`config.mk`:
```
export PLATFORM = sky130hd
export DESIGN_NAME = svdbs_ram
export DESIGN_NICKNAME = d
export VERILOG_FILES = /design/src/rtl/svdbs_ram.sv
export SDC_FILE = /design/constraint.sdc
export NUM_CORES = 1
export LEC_CHECK = 0
export ABC_CLOCK_PERIOD_IN_PS = 8200
export BUFFER_PORTS_ARGS = -buffer_cell sky130_fd_sc_hd__buf_2
export CAP_MARGIN = 25
export CORE_MARGIN = 1.5
export CORE_UTILIZATION = 60
export CTS_BUF_LIST = sky130_fd_sc_hd__clkbuf_8
export DETAILED_ROUTE_END_ITERATION = 16
export GPL_TIMING_DRIVEN = 0
export PLACE_DENSITY = 0.83
export REMOVE_ABC_BUFFERS = 1
export SKIP_LAST_GASP = 1
export SLEW_MARGIN = 20
export SYNTH_ARGS = -nofsm -noshare
export SYNTH_HDL_FRONTEND = slang
export SYNTH_SLANG_ARGS = --single-unit
```
`constraint.sdc`:
```
create_clock -name clk -period 8.2 [get_ports clk]
set_clock_uncertainty 0.05 [all_clocks]
set_input_delay 1.23 -clock clk [delete_from_list [all_inputs] [get_ports clk]]
set_output_delay 1.23 -clock clk [all_outputs]
set_load 0.02 [all_outputs]
```
`src/rtl/svdbs_ram.sv`:
```
`timescale 1ns / 1ps
// svdbs_ram: generic single-write, single-read ram with registered read
// depends on nothing

module svdbs_ram #(
  parameter int WIDTH = 32,
  parameter int DEPTH = 16,
  localparam int AW = (DEPTH > 1) ? $clog2(DEPTH) : 1
) (
  input  logic             clk,
  input  logic             we,
  input  logic [AW-1:0]    waddr,
  input  logic [WIDTH-1:0] wdata,
  input  logic [AW-1:0]    raddr,
  output logic [WIDTH-1:0] rdata
);

  logic [WIDTH-1:0] mem_r [DEPTH];

  always_ff @(posedge clk) begin
    if (we) begin
      mem_r[waddr] <= wdata;
    end
    rdata <= mem_r[raddr];
  end

endmodule

```
==> results.rst <==
.. list-table::
   :header-rows: 1

   * - Metric
     - Value
   * - Outcome
     - complete, no violations
   * - DRC violation count after routing
     - 0
   * - Number of storage elements in the synthesis netlist
     - 544
   * - Die boundary width
     - 185 um
   * - Synth top area cells
     - edfxtp_1 77%, mux4_2 15%, dfxtp_1 3.2%, a22oi_1 2.4%, nand2_1 0.62%
   * - Routed length on met3
     - 3630 um
   * - Worst Min Path Start
     - mem_r[14][16]
   * - Count of clock tree sinks
     - 544
   * - Max-slew violation count
     - 0
   * - Min-Delay Path Class
     - flip-flop to flip-flop
   * - Share of final-layout standard cells stronger than drive strength 1
     - 0.358
   * - Number of nets with antenna violations after detailed routing
     - 0
   * - R2R Path End
     - rdata[0]
   * - Post-route cell area
     - 23100 um^2
   * - WL met2
     - 20300 um
   * - Cells on worst reg2reg path
     - 3
   * - CTS-repair resized insts
     - 0
   * - Commonest cells post-synth
     - 512 x edfxtp_1, 128 x mux4_2, 64 x a22oi_1, 33 x nand2_1, 32 x dfxtp_1
   * - Die Span Y
     - 185 um
   * - I/O pins
     - 74
   * - Multiplexer share of the synthesized area
     - 0.145
   * - Final-layout setup total negative slack
     - 0 ps
   * - Most numerous cell in the Yosys netlist
     - edfxtp_1
   * - M1 WL
     - 15300 um
   * - Endpoint of the worst hold-timing path
     - rdata[16]
   * - Worst hold stages
     - 3
   * - Root buffer selected by CTS
     - clkbuf_8
   * - HPWL after DPL
     - 24300 um
   * - Initial cell density of the core
     - 0.610
   * - Cell-internal power
     - 4.32 mW
   * - Worst Path Arrival
     - 3140 ps
   * - Maximum fanout along the worst path
     - 7
   * - Core area
     - 32500 um^2
   * - Vias in the first global route
     - 9687
   * - Library cell with the largest summed area after synthesis
     - edfxtp_1
   * - Synth cell types
     - 18
   * - TritonCTS clock tree
     - built
   * - Synthesized instance count
     - 838
   * - Detailed-router iteration count before antenna repair
     - 5
   * - Pin count of the biggest net entering global routing
     - 94
   * - Headroom to the max-slew limit
     - 0.479
   * - Global-route wire length before repair
     - 59700 um
   * - Num CTS Buffers
     - 82
   * - Area after detailed placement
     - 21500 um^2
   * - Max-cap violations
     - 0
   * - Sequential fraction of the synthesis area
     - 0.807
   * - Req. time, crit path
     - 8440 ps
   * - RePlAce Congestion
     - 0.671
   * - Synth Area per Inst
     - 23.7 um^2
   * - Via-to-Cell Ratio
     - 6.20
   * - Post-synthesis adder-cell area fraction
     - 0
   * - CP Capture Type
     - flip-flop
   * - Combinational share of power
     - 0.054
   * - Synth Area in Compound Gates
     - 0.0242
   * - H-tree depth
     - 3
   * - Peak Freq
     - 345 MHz
   * - DR vias
     - 9369
   * - Switching power
     - 1.19 mW
   * - Post-CTS clock slew at the launch and capture registers of the worst setup and hold paths
     - 60 ps
   * - DRC violation total after the first TritonRoute iteration
     - 1021
   * - Final net count
     - 1040
   * - Critical register-to-register path startpoint
     - mem_r[2][0]
   * - PD cells
     - 238 nW/um^2
   * - Total Routing Usage GR
     - 0.248
   * - Fraction of power consumed by the clock network
     - 0.378
   * - P&R area growth vs syn
     - 16.6%
   * - Layout fillers
     - 1796
   * - Global-route congestion overflow total
     - 0
   * - Skew-Pair Late Insertion Delay
     - 600 ps
   * - Proportion of synthesized flip-flops having asynchronous set or reset
     - 0
   * - Total Routed Length
     - 40200 um
   * - Actual transition at the worst max-transition pin
     - 777 ps
   * - Port bufs
     - 73
   * - Final critical-path required period
     - 2900 ps
   * - CTS Hold Bufs
     - 0
   * - Per-cell routed wire length
     - 26.6 um
   * - Switching part of the total
     - 0.215
   * - Fin Hold WS
     - 612 ps
   * - Top Metal Used
     - met5
   * - Number of cell rows
     - 66
   * - Register-to-Register Setup Slack
     - 6780 ps
   * - Die Area
     - 34200 um^2
   * - Placed Cells
     - 1356
   * - Ys flop type
     - edfxtp_1
   * - Hold violation count in the final report
     - 0
   * - Syn. warnings
     - 0
   * - Simple-gate area share of the yosys netlist
     - 0.0127
   * - CP Launch Type
     - input port
   * - Final critical-path share of the clock period
     - 0.354
   * - Worst-case vdd ir drop
     - 116 uV
   * - RSZ-0062 raised after global routing
     - false
   * - Final standard cell count with taps included and fillers excluded
     - 1512
   * - Initial antenna violation count
     - 4
   * - Utilization after layout
     - 0.711
   * - Post-CTS Setup Repair Bufs
     - 0
   * - Total of endpoints with negative setup slack in the final report
     - 0
   * - Number of buffers on the longest clock path
     - 3
   * - Post-synthesis instance area
     - 19900 um^2
   * - Critical path type
     - input port to flip-flop
   * - Area share of xor/xnor cells in the synthesized design
     - 0
   * - Number of enable-type register cells in the synthesized netlist
     - 512
   * - Largest family of logic cells by synthesized area
     - multiplexers
   * - Sequential share of power
     - 0.567
   * - Leakage power total
     - 7.66 nW
   * - Area share of the leading cell type in the synthesized netlist
     - 0.774
[cells in the final DEF, fill, tap and decap left out]
cell type   count
edfxtp_1      512
mux4_2        128
clkbuf_8       98
buf_2          71
a22oi_1        64
nand2_1        33
dfxtp_1        32
inv_1          30
buf_16         21
buf_4          15
nor2_4         13
clkinv_2       10
clkinv_1        9
buf_6           5
nor3_2          4
buf_12          4
diode_2         3
inv_6           3
clkinvlp_4      3
buf_8           3
nor2b_4         2
nand3b_1        2
nand2b_1        2
and2_2          1
nand3_1         1
or3b_2          1
[critical path, stage by stage]
cell and delay [ps]:
buf_2 120, or3b_2 590, nor3_2 630, buf_6 240, buf_6 160, buf_4 170
[logic make-up (layout without fill, tap and decap cells)]
family / count (synthesis) / after routing
buffers and inverters: 43 / 272
AO/OA/AOI/OAI: 64 / 64
flip-flops: 544 / 544
other: 0 / 3
multiplexers: 128 / 128
AND/OR/NAND/NOR: 59 / 59
[power groups by stage]
stage	sequential [mW]	combinational, mW	clock [mW]
floorplan	3.20	0.120	0
finish	3.13	0.300	2.08
global placement	3.18	0.278	0
detailed placement	3.18	0.303	0
global route	3.13	0.321	2.24
CTS	3.13	0.304	2.12
[routing by layer]
metal,up-vias,track usage
met1,4876,0.343
li1,3923,-
met2,479,0.398
met5,-,0
met4,2,0.0868
met3,89,0.0539
[flip-flops by register name, summed over array words and instances, names as in the netlist]
signal,count
mem_r,512
rdata,32
[worst max path at each step]
stage	end	start	cells after the start	slack, ps
finish	mem_r[0][1]	waddr[2]	6	5300
global route	rdata[0]	raddr[0]	6	5170
detailed placement	rdata[29]	raddr[0]	6	4620
CTS	rdata[29]	raddr[0]	6	5260
floorplan	mem_r[0][0]	waddr[2]	2	3740
global placement	mem_r[0][21]	waddr[2]	3	1290
[stage by stage]
step           power, mW  worst slack [ps]
2_1_floorplan       3.32              3740
5_1_grt             5.69              5170
4_1_cts             5.55              5260
3_3_place_gp        3.46              1290
6_report            5.51              5300
3_5_place_dp        3.49              4620
[area by class of cell]
class                   count  area (um^2)  share of cell area
diodes                      3         7.51            0.000324
clock buffers              98         1350              0.0583
clock inverters            55          245              0.0106
multi-input cells         251         3750               0.162
flip-flops and latches    544        16000               0.692
well taps                 442          553              0.0239
repair buffers            119         1230              0.0530
Power figures use the tool's default switching activity.
