<file path="src/rtl/svdbs_pkg.sv">
`timescale 1ns / 1ps
// svdbs_pkg: shared constants, codes, state type and saturating helper
// for the svd back-substitution solve unit; no dependencies

package svdbs_pkg;

  localparam int MAX_ROWS_DEF  = 8;
  localparam int NUM_TERMS_DEF = 4;

  localparam int CMD_W      = 2;
  localparam int ROW_W      = 3;
  localparam int COL_W      = 2;
  localparam int VAL_W      = 32;
  localparam int ACC_W      = 64;
  localparam int TIDX_W     = 2;
  localparam int NROWS_W    = 4;
  localparam int CFG_IDX_W  = 2;
  localparam int CFG_DATA_W = 32;

  localparam int NROWS_RST = 8;

  localparam int DIV_STEPS = 64;

  localparam logic [CMD_W-1:0] CMD_LOAD_U = 2'd0;
  localparam logic [CMD_W-1:0] CMD_LOAD_V = 2'd1;
  localparam logic [CMD_W-1:0] CMD_LOAD_W = 2'd2;
  localparam logic [CMD_W-1:0] CMD_B_ELEM = 2'd3;

  localparam logic [CFG_IDX_W-1:0] REG_N_ROWS    = 2'd0;
  localparam logic [CFG_IDX_W-1:0] REG_MISS_EN   = 2'd1;
  localparam logic [CFG_IDX_W-1:0] REG_MISS_VAL  = 2'd2;

  typedef enum logic [3:0] {
    S_IDLE,
    S_MAC_RD,
    S_MAC_MUL,
    S_MAC_ACC,
    S_ROWEND,
    S_ERR,
    S_DIV_START,
    S_DIV_WAIT,
    S_V_RD,
    S_V_MUL,
    S_V_ACC,
    S_OUT
  } svdbs_state_t;

  function automatic logic signed [ACC_W-1:0] sat_add64(
    input logic signed [ACC_W-1:0] a,
    input logic signed [ACC_W-1:0] b
  );
    logic signed [ACC_W-1:0] s;
    s = a + b;
    if (a[ACC_W-1] == b[ACC_W-1] && s[ACC_W-1] != a[ACC_W-1]) begin
      s = a[ACC_W-1] ? {1'b1, {(ACC_W-1){1'b0}}} : {1'b0, {(ACC_W-1){1'b1}}};
    end
    return s;
  endfunction

endpackage

</file>
<file path="src/rtl/svdbs_div.sv">
`timescale 1ns / 1ps
// svdbs_div: bit-serial signed 64 / 32 divider, truncating, result saturated to 32 bits
// depends on svdbs_pkg

module svdbs_div import svdbs_pkg::*; (
  input  logic                    clk,
  input  logic                    rst_n,
  input  logic                    start,
  input  logic signed [ACC_W-1:0] dividend,
  input  logic signed [VAL_W-1:0] divisor,
  output logic                    done,
  output logic signed [VAL_W-1:0] quotient
);

  localparam int CNT_W = $clog2(DIV_STEPS);

  logic               busy_r;
  logic               done_r;
  logic [CNT_W-1:0]   cnt_r;
  logic               neg_r;
  logic [ACC_W-1:0]   dq_r;
  logic [VAL_W-1:0]   rem_r;
  logic [VAL_W-1:0]   dvs_r;

  logic [VAL_W:0]     rem_sh;
  logic [VAL_W:0]     diff;
  logic               ge;
  logic               q_big;

  assign rem_sh = {rem_r, dq_r[ACC_W-1]};
  assign diff   = rem_sh - {1'b0, dvs_r};
  assign ge     = rem_sh >= {1'b0, dvs_r};

  always_ff @(posedge clk) begin
    if (!rst_n) begin
      busy_r <= 1'b0;
      done_r <= 1'b0;
      cnt_r  <= '0;
    end else begin
      done_r <= 1'b0;
      if (start) begin
        busy_r <= 1'b1;
        cnt_r  <= '0;
      end else if (busy_r) begin
        if (cnt_r == CNT_W'(DIV_STEPS - 1)) begin
          busy_r <= 1'b0;
          done_r <= 1'b1;
        end
        cnt_r <= cnt_r + CNT_W'(1);
      end
    end
  end

  always_ff @(posedge clk) begin
    if (start) begin
      neg_r <= dividend[ACC_W-1] ^ divisor[VAL_W-1];
      dq_r  <= dividend[ACC_W-1] ? (~dividend + ACC_W'(1)) : dividend;
      dvs_r <= divisor[VAL_W-1] ? (~divisor + VAL_W'(1)) : divisor;
      rem_r <= '0;
    end else if (busy_r) begin
      rem_r <= ge ? diff[VAL_W-1:0] : rem_sh[VAL_W-1:0];
      dq_r  <= {dq_r[ACC_W-2:0], ge};
    end
  end

  // magnitude of 2^31 or more saturates
  assign q_big = |dq_r[ACC_W-1:VAL_W-1];

  always_comb begin
    if (neg_r) begin
      quotient = q_big ? {1'b1, {(VAL_W-1){1'b0}}} : (~dq_r[VAL_W-1:0] + VAL_W'(1));
    end else begin
      quotient = q_big ? {1'b0, {(VAL_W-1){1'b1}}} : dq_r[VAL_W-1:0];
    end
  end

  assign done = done_r;

endmodule

</file>
<file path="config.mk">
export PLATFORM = sky130hd
export DESIGN_NAME = svdbs_div
export DESIGN_NICKNAME = d
export VERILOG_FILES = /design/src/rtl/svdbs_pkg.sv /design/src/rtl/svdbs_div.sv
export SDC_FILE = /design/constraint.sdc
export NUM_CORES = 1
export LEC_CHECK = 0
export BUFFER_PORTS_ARGS = -buffer_cell sky130_fd_sc_hd__buf_2
export CAP_MARGIN = 10
export CORE_MARGIN = 8
export CORE_UTILIZATION = 50
export CTS_BUF_LIST = sky130_fd_sc_hd__clkbuf_2 sky130_fd_sc_hd__clkbuf_4 sky130_fd_sc_hd__clkbuf_8
export DETAILED_ROUTE_END_ITERATION = 7
export GPL_TIMING_DRIVEN = 0
export PLACE_DENSITY = 0.73
export SLEW_MARGIN = 25
export SYNTH_ARGS = -nofsm -noshare
export SYNTH_HDL_FRONTEND = slang
export SYNTH_SLANG_ARGS = --single-unit
export TNS_END_PERCENT = 50
</file>
<file path="constraint.sdc">
create_clock -name clk -period 4.5 [get_ports clk]
set_clock_uncertainty 0.05 [all_clocks]
set_input_delay 0 -clock clk [delete_from_list [all_inputs] [get_ports clk]]
set_output_delay 0 -clock clk [all_outputs]
set_load 0.01 [all_outputs]
</file>
==> summary.txt, run 1 <==
Unique masters post-synth: 57
Number of synthesized flops with an enable pin: 97
Final Core Density: 0.639
Setup CP Type: reg2out
Status: complete, no violations
Final Hold Viols: 0
Worst slew margin relative to its limit: 0.416
Post-synth top flop: edfxtp_1
Layout cells sized above 1: 0.123
# Post-CTS Setup Buffers: 0
CTS Buf Count: 17
Maxcap violations: 0
Syn_nets: 1331
I/O pin count: 132
HP Class: in2reg
Peak supply drop: 0.000209 V
Syn_area_per_cell: 8.36 sq um
First-pass detailed-route iteration total: 5
# hold bufs at CTS: 108
Die ar.: 0.0248 sq mm
# resized after CTS: 0
Min Tclk post-route: 4.08 ns
CP endpoint kind: primary output
Number of synthesized register bits: 137
Initial antenna violation count: 0
Routed len/inst: 17.8 microns
DRT Wirelength: 30.9 mm
CTS tree: yes
Netlist Area Pre-Place: 0.00999 sq mm
Grt met1 use: 0.322
Number of global-route vias before repair: 9720
Max Buffers Root-to-Sink: 2
DR vias: 10100
First-pass GRT wire length: 48.9 mm
Clock slew at reported path FFs: 0.08 ns
Tightest Pin Transition: 0.877 ns
GRT overflow: 0
Setup crit start kind: register
Die Ht: 157 microns
Grt met2 use: 0.385
GR peak layer: met2
Routed Antenna Nets: 0
Placer Congestion: 0.947
Footprint of the multi-input gates: 0.00582 sq mm
Combinational group share of total power: 0.289
Core Box Area: 0.0195 sq mm
Sw power: 1280 uW
Total global-route track usage: 0.248
# rows: 51
Fillers: 1634
Worst Path Arrival: 4.03 ns
Worst EP required: 4.45 ns
Iter 0 DRT Violations: 856
Final net count: 1588
Mapped Cells: 1195
Clock Latency Late Sink: 0.47 ns
Switching share of power: 0.332
Post-synthesis sequential area ratio: 0.372
Setup Total Neg Slack: 0 ns
Initial Util: 0.511
Largest net degree at the start of global routing: 65
Crit share post-route: 0.906
Clock sink count: 137
Die Wd: 157 microns
P_int: 2560 uW
Ys async rst share: 0
Setup violations, final: 0
Syn. warnings: 0
Port buffer count: 130
Sequential share of power: 0.421
P&R area growth vs syn: 25.0%
Final slew viol count: 0
RSZ-0062 raised after global routing: no
Clock Power Share: 0.290
LEAKAGE: 0.00492 uW
CP max FO: 9
Sequential cell area: 0.00371 sq mm
GR met3 Demand/Resource: 0.0622
Via-to-Cell Ratio: 5.85
Remaining DRCs: 0
Clk root buf: clkbuf_8
Power Density: 307 mW/mm^2
Dpl hpwl: 21.6 mm
H-tree Lvls: 4
Fmax: 0.245 GHz
-- layout by cell type (no fill, tap or decap), types with 48 or more instances in the layout --
cell           Yosys  final
a21oi_1          100    100
buf_2              1    131
clkbuf_1          59     59
dlygate4sd3_1      0    108
edfxtp_1          97     97
inv_1             59     59
nand2_1          130    130
nor2_1           151    151
o21ai_0           75     75
xnor2_1           48     48
xor2_1            74     74
-- routing by layer --
| metal | vias to the layer above | share of wire | routed length, microns |
|---|---|---|---|
| li1 | 4859 | - | - |
| met1 | 4699 | 0.42 | 13100 |
| met2 | 479 | 0.45 | 14000 |
| met3 | 86 | 0.090 | 2780 |
| met4 | 0 | 0.032 | 994 |
| met5 | - | 0 | 0 |
-- metrics by stage --
stage,total power (uW),instance area (sq um),hold WS [ns],cells,worst slack [ns]
5_1_grt,4030,12500,0.102,1730,0.253
3_3_place_gp,2620,11000,0.143,1590,0.652
6_report,3840,12500,0.103,1731,0.423
3_5_place_dp,2640,11000,0.148,1590,0.634
4_1_cts,3810,12500,0.0908,1730,0.437
2_1_floorplan,2300,9990,0.0489,1195,1.19
-- final timing paths --
| kind | depth (start not counted) | from | slack, ns | endpoint |
|---|---|---|---|---|
| worst max-delay path | 12 | dq_r[0] | 0.42 | quotient[30] |
| worst max register to register | 12 | dvs_r[10] | 0.59 | rem_r[19] |
| worst min-delay path | 1 | start | 0.10 | dvs_r[14] |
| worst min register to register | 2 | rem_r[14] | 0.45 | rem_r[15] |
-- power groups by stage --
stage | Combinational, uW | Clock (uW) | Sequential, uW
final | 1110 | 1110 | 1620
after global routing | 1230 | 1180 | 1630
after floorplan | 709 | 0 | 1590
after global placement | 986 | 0 | 1630
after detailed placement | 1000 | 0 | 1640
after CTS | 1090 | 1120 | 1610
-- area by class of cell --
class                   count  share of cell area
clock inverters            12              0.0130
flip-flops and latches    137               0.297
clock buffers              20              0.0215
well taps                 265              0.0266
repair buffers            238               0.139
multi-input cells         937               0.466
diodes                      1            0.000200
plain buffers              62              0.0187
inverters                  59              0.0177
-- sequential cells by signal, summed over array words and instances, names as in the netlist --
signal / flops
dvs_r: 32
dq_r: 64
done: 1
rem_r: 32
neg_r: 1
cnt_r: 6
busy_r: 1
-- worst max-delay path: stages, from the launching register on --
cell and delay [ns]:
edfxtp_1 0.48, inv_1 0.10, ha_1 0.18, or3b_2 0.47, or3_1 0.35, or3_1 0.35, or3_1 0.36, nor3_1 0.20
nand2_1 0.10, o31a_1 0.37, o31ai_1 0.28, xor2_1 0.16, buf_2 0.14
-- cell usage after synthesis, types with 7 or more instances --
cell / count / area [sq um]
or2_2: 8 / 50.1
nor2b_1: 7 / 43.8
or4_1: 14 / 105
a21o_1: 19 / 143
nand2b_1: 22 / 138
nand4_1: 11 / 68.8
ha_1: 36 / 450
o41ai_1: 14 / 123
nand2_1: 130 / 488
o31ai_1: 26 / 195
clkbuf_1: 59 / 221
xnor2_1: 48 / 420
edfxtp_1: 97 / 2910
nor2_1: 151 / 567
dfxtp_1: 40 / 801
nor3_1: 15 / 75.1
o311ai_0: 16 / 140
or3_1: 26 / 163
xor2_1: 74 / 648
o21ai_0: 75 / 375
nor4_1: 14 / 87.6
inv_1: 59 / 221
nand3_1: 21 / 105
a311oi_1: 26 / 228
a21oi_1: 100 / 500
-- kinds of logic (layout without fill, tap and decap cells) --
logic type / Yosys count / count (layout) / share of synthesized area
buffers and inverters: 121 / 391 / 0.0456
other: 0 / 1 / 0
AOI/OAI and AO/OA: 326 / 326 / 0.211
DFF: 137 / 137 / 0.372
and+or+nand+nor: 446 / 446 / 0.212
adders and majority gates: 37 / 37 / 0.0471
xor gates and xnor gates: 122 / 122 / 0.107
muxes: 6 / 6 / 0.00601
No activity file was read; power rests on OpenSTA's default activity.
==> inputs of run 2 (changes only) <==
CTS_BUF_LIST = unset   (was sky130_fd_sc_hd__clkbuf_2 sky130_fd_sc_hd__clkbuf_4 sky130_fd_sc_hd__clkbuf_8)
==> run 2 against run 1 <==
Effect of this change:
- register-to-register slack hardly changed
- worst setup slack worse by 0.012 ns
- final area up 0.84%
- clock power increased by 32%
- critical endpoint is now dvs_r[29]
==> summary.txt, run 2 (synthesized netlist as in run 1, its figures left out) <==
Final net count: 1580 (was 1588)
# diodes: 0 (was 1)
Peak supply drop: 0.000281 V (was 0.000209 V)
Clk root buf: clkbuf_16 (was clkbuf_8)
Clock Power Share: 0.350 (was 0.290)
P_int: 2870 uW (was 2560 uW)
Power Density: 332 mW/mm^2 (was 307 mW/mm^2)
Tightest Pin Transition: 0.882 ns (was 0.877 ns)
Initial antenna violation count: 0 (unchanged)
Routed Antenna Nets: 0 (unchanged)
Largest registers: dq_r: 64 flops, dvs_r: 32 flops, rem_r: 32 flops (unchanged)
HP Class: in2reg (unchanged)
I/O pin count: 132 (unchanged)
Status: complete, no violations (unchanged)
Worst slew margin relative to its limit: 0.412 (was 0.416)
CP peak stage delay: 0.59 ns (was 0.48 ns)
CTS tree: yes (unchanged)
Clock sink count: 137 (unchanged)
DRT Wirelength: 31.0 mm (was 30.9 mm)
Max reg flops: 64 (unchanged)
Die Ht: 157 microns (unchanged)
First-pass detailed-route iteration total: 5 (unchanged)
Switching share of power: 0.313 (was 0.332)
Min Tclk post-route: 4.09 ns (was 4.08 ns)
Fmax: 0.245 GHz (about the same)
Reg with most FFs: dq_r (unchanged)
Setup crit start kind: primary input (was register)
P&R area growth vs syn: 26.1% (was 25.0%)
Port buffer count: 130 (unchanged)
Remaining DRCs: 0 (unchanged)
Setup Total Neg Slack: 0 ns (unchanged)
Hold Crit Start: dividend[56] (was start)
Buf+Inv Stages, Crit Path: 3 (was 2)
Initial Util: 0.511 (unchanged)
Final slew viol count: 0 (unchanged)
GRT overflow: 0 (unchanged)
Total power: 4180 uW (was 3840 uW)
Number of global-route vias before repair: 9632 (was 9720)
Iter 0 DRT Violations: 820 (was 856)
LEAKAGE: 0.00497 uW (was 0.00492 uW)
# rows: 51 (unchanged)
Final Hold Viols: 0 (unchanged)
Critical-path cell list: dlygate4sd3_1 > buf_2 > or4_1 > nor3_1 > nand3_1 > or4_1 > nand2b_1 > or3_1 > or3_1 > o31ai_1 > xnor2_1 > dlygate4sd3_1 (was inv_1 > ha_1 > or3b_2 > or3_1 > or3_1 > or3_1 > nor3_1 > nand2_1 > o31a_1 > o31ai_1 > xor2_1 > buf_2)
Most common library cell in the layout ignoring fill and taps: nor2_1 (unchanged)
Maxcap violations: 0 (unchanged)
Worst EP required: 4.63 ns (was 4.45 ns)
DR vias: 10100 (about the same)
# Post-CTS Setup Buffers: 0 (unchanged)
First-pass GRT wire length: 49.1 mm (was 48.9 mm)
Core Box Area: 0.0195 sq mm (unchanged)
Placer Congestion: 0.947 (unchanged)
Dpl hpwl: 21.6 mm (unchanged)
Layout cells sized above 1: 0.123 (about the same)
Routed len/inst: 18.0 microns (was 17.8 microns)
Via-to-Cell Ratio: 5.86 (was 5.85)
Worst Path Arrival: 4.22 ns (was 4.03 ns)
Most frequent cells in the layout: nor2_1, buf_2, nand2_1 (unchanged)
RSZ-0062 raised after global routing: no (unchanged)
Combinational group share of total power: 0.263 (was 0.289)
Sw power: 1310 uW (was 1280 uW)
Worst Setup SP: divisor[5] (was dq_r[0])
Largest net degree at the start of global routing: 65 (unchanged)
Max stage delay cell, worst path: or4_1 (was edfxtp_1)
Reg-to-reg startpoint: dvs_r[1] (was dvs_r[10])
Crit share post-route: 0.909 (was 0.906)
Die ar.: 0.0248 sq mm (unchanged)
# hold bufs at CTS: 100 (was 108)
Setup CP Type: in2reg (was reg2out)
H-tree Lvls: 4 (unchanged)
Max Buffers Root-to-Sink: 2 (unchanged)
CP endpoint kind: register (was primary output)
CTS Buf Count: 17 (unchanged)
Clock Latency Late Sink: 0.43 ns (was 0.47 ns)
Worst reg2reg setup slack: 0.58 ns (was 0.59 ns)
# resized after CTS: 0 (unchanged)
Die Wd: 157 microns (unchanged)
Total global-route track usage: 0.249 (was 0.248)
Family with the most delay on the worst path: simple AND/OR/NAND/NOR gates (unchanged)
CP max FO: 4 (was 9)
Clock slew at reported path FFs: 0.06 ns (was 0.08 ns)
Sequential share of power: 0.387 (was 0.421)
Setup violations, final: 0 (unchanged)
[run 2: cell count changes in the layout (fill, tap and decap cells not counted)]
cell,change
clkbuf_16,+17
clkbuf_8,-17
dlygate4sd3_1,-8
clkbuf_1,+1
clkbuf_4,-1
diode_2,-1
[run 2: area by class of cell]
type / count / area, sq um
Clock inverter: 12 / 163
Inverter: 59 / 221
Multi-Input combinational cell: 937 / 5820
Sequential cell: 137 / 3710
Clock buffer: 20 / 457
Timing Repair Buffer: 230 / 1650
Buffer: 62 / 234
Fill cell: 1641 / 6930
Tap cell: 265 / 332
[run 2: path summary, 6_finish.rpt]
check	depth (start not counted)	endpoint
setup / recovery	12	dvs_r[29]
hold / removal	3	dq_r[56]
setup reg to reg	13	rem_r[19]
hold reg to reg	2	rem_r[15]
[run 2: worst reg2reg max path, cell delays in order (launching register included)]
cell	delay (ns)
edfxtp_1	0.44
inv_1	0.08
ha_1	0.23
nor2b_1	0.14
o21a_1	0.18
o21ai_0	0.23
a211o_1	0.25
a21oi_1	0.12
or4_1	0.52
a21oi_1	0.18
clkbuf_1	0.46
buf_1	0.54
nand2_1	0.11
a311oi_1	0.29
[run 2: metrics by stage]
| step | worst slack [ns] | instance area, sq um | instances | hold slack, ns | util |
|---|---|---|---|---|---|
| 6_report | 0.411 | 12600 | 1722 | 0.0214 | 0.645 |
| 5_1_grt | 0.280 | 12600 | 1722 | 0.0174 | 0.645 |
| 4_1_cts | 0.481 | 12600 | 1722 | 0.0115 | 0.645 |
| 3_5_place_dp | 0.634 | 11000 | 1590 | 0.148 | 0.562 |
| 3_3_place_gp | 0.652 | 11000 | 1590 | 0.143 | 0.562 |
| 2_1_floorplan | 1.19 | 9990 | 1195 | 0.0489 | - |
[run 2: power by group through the flow]
stage | combinational, uW | clock (uW) | sequential (uW)
2_1_floorplan | 709 | 0 | 1590
3_3_place_gp | 986 | 0 | 1630
3_5_place_dp | 1000 | 0 | 1640
4_1_cts | 1080 | 1480 | 1610
5_1_grt | 1220 | 1540 | 1630
6_report | 1100 | 1470 | 1620
[run 2: layer usage]
metal	routed length [microns]	track usage	up-vias
met5	0	0	-
met2	14200	0.397	486
met3	2670	0.0554	83
met1	13200	0.322	4677
met4	931	0.0956	0
li1	-	-	4841
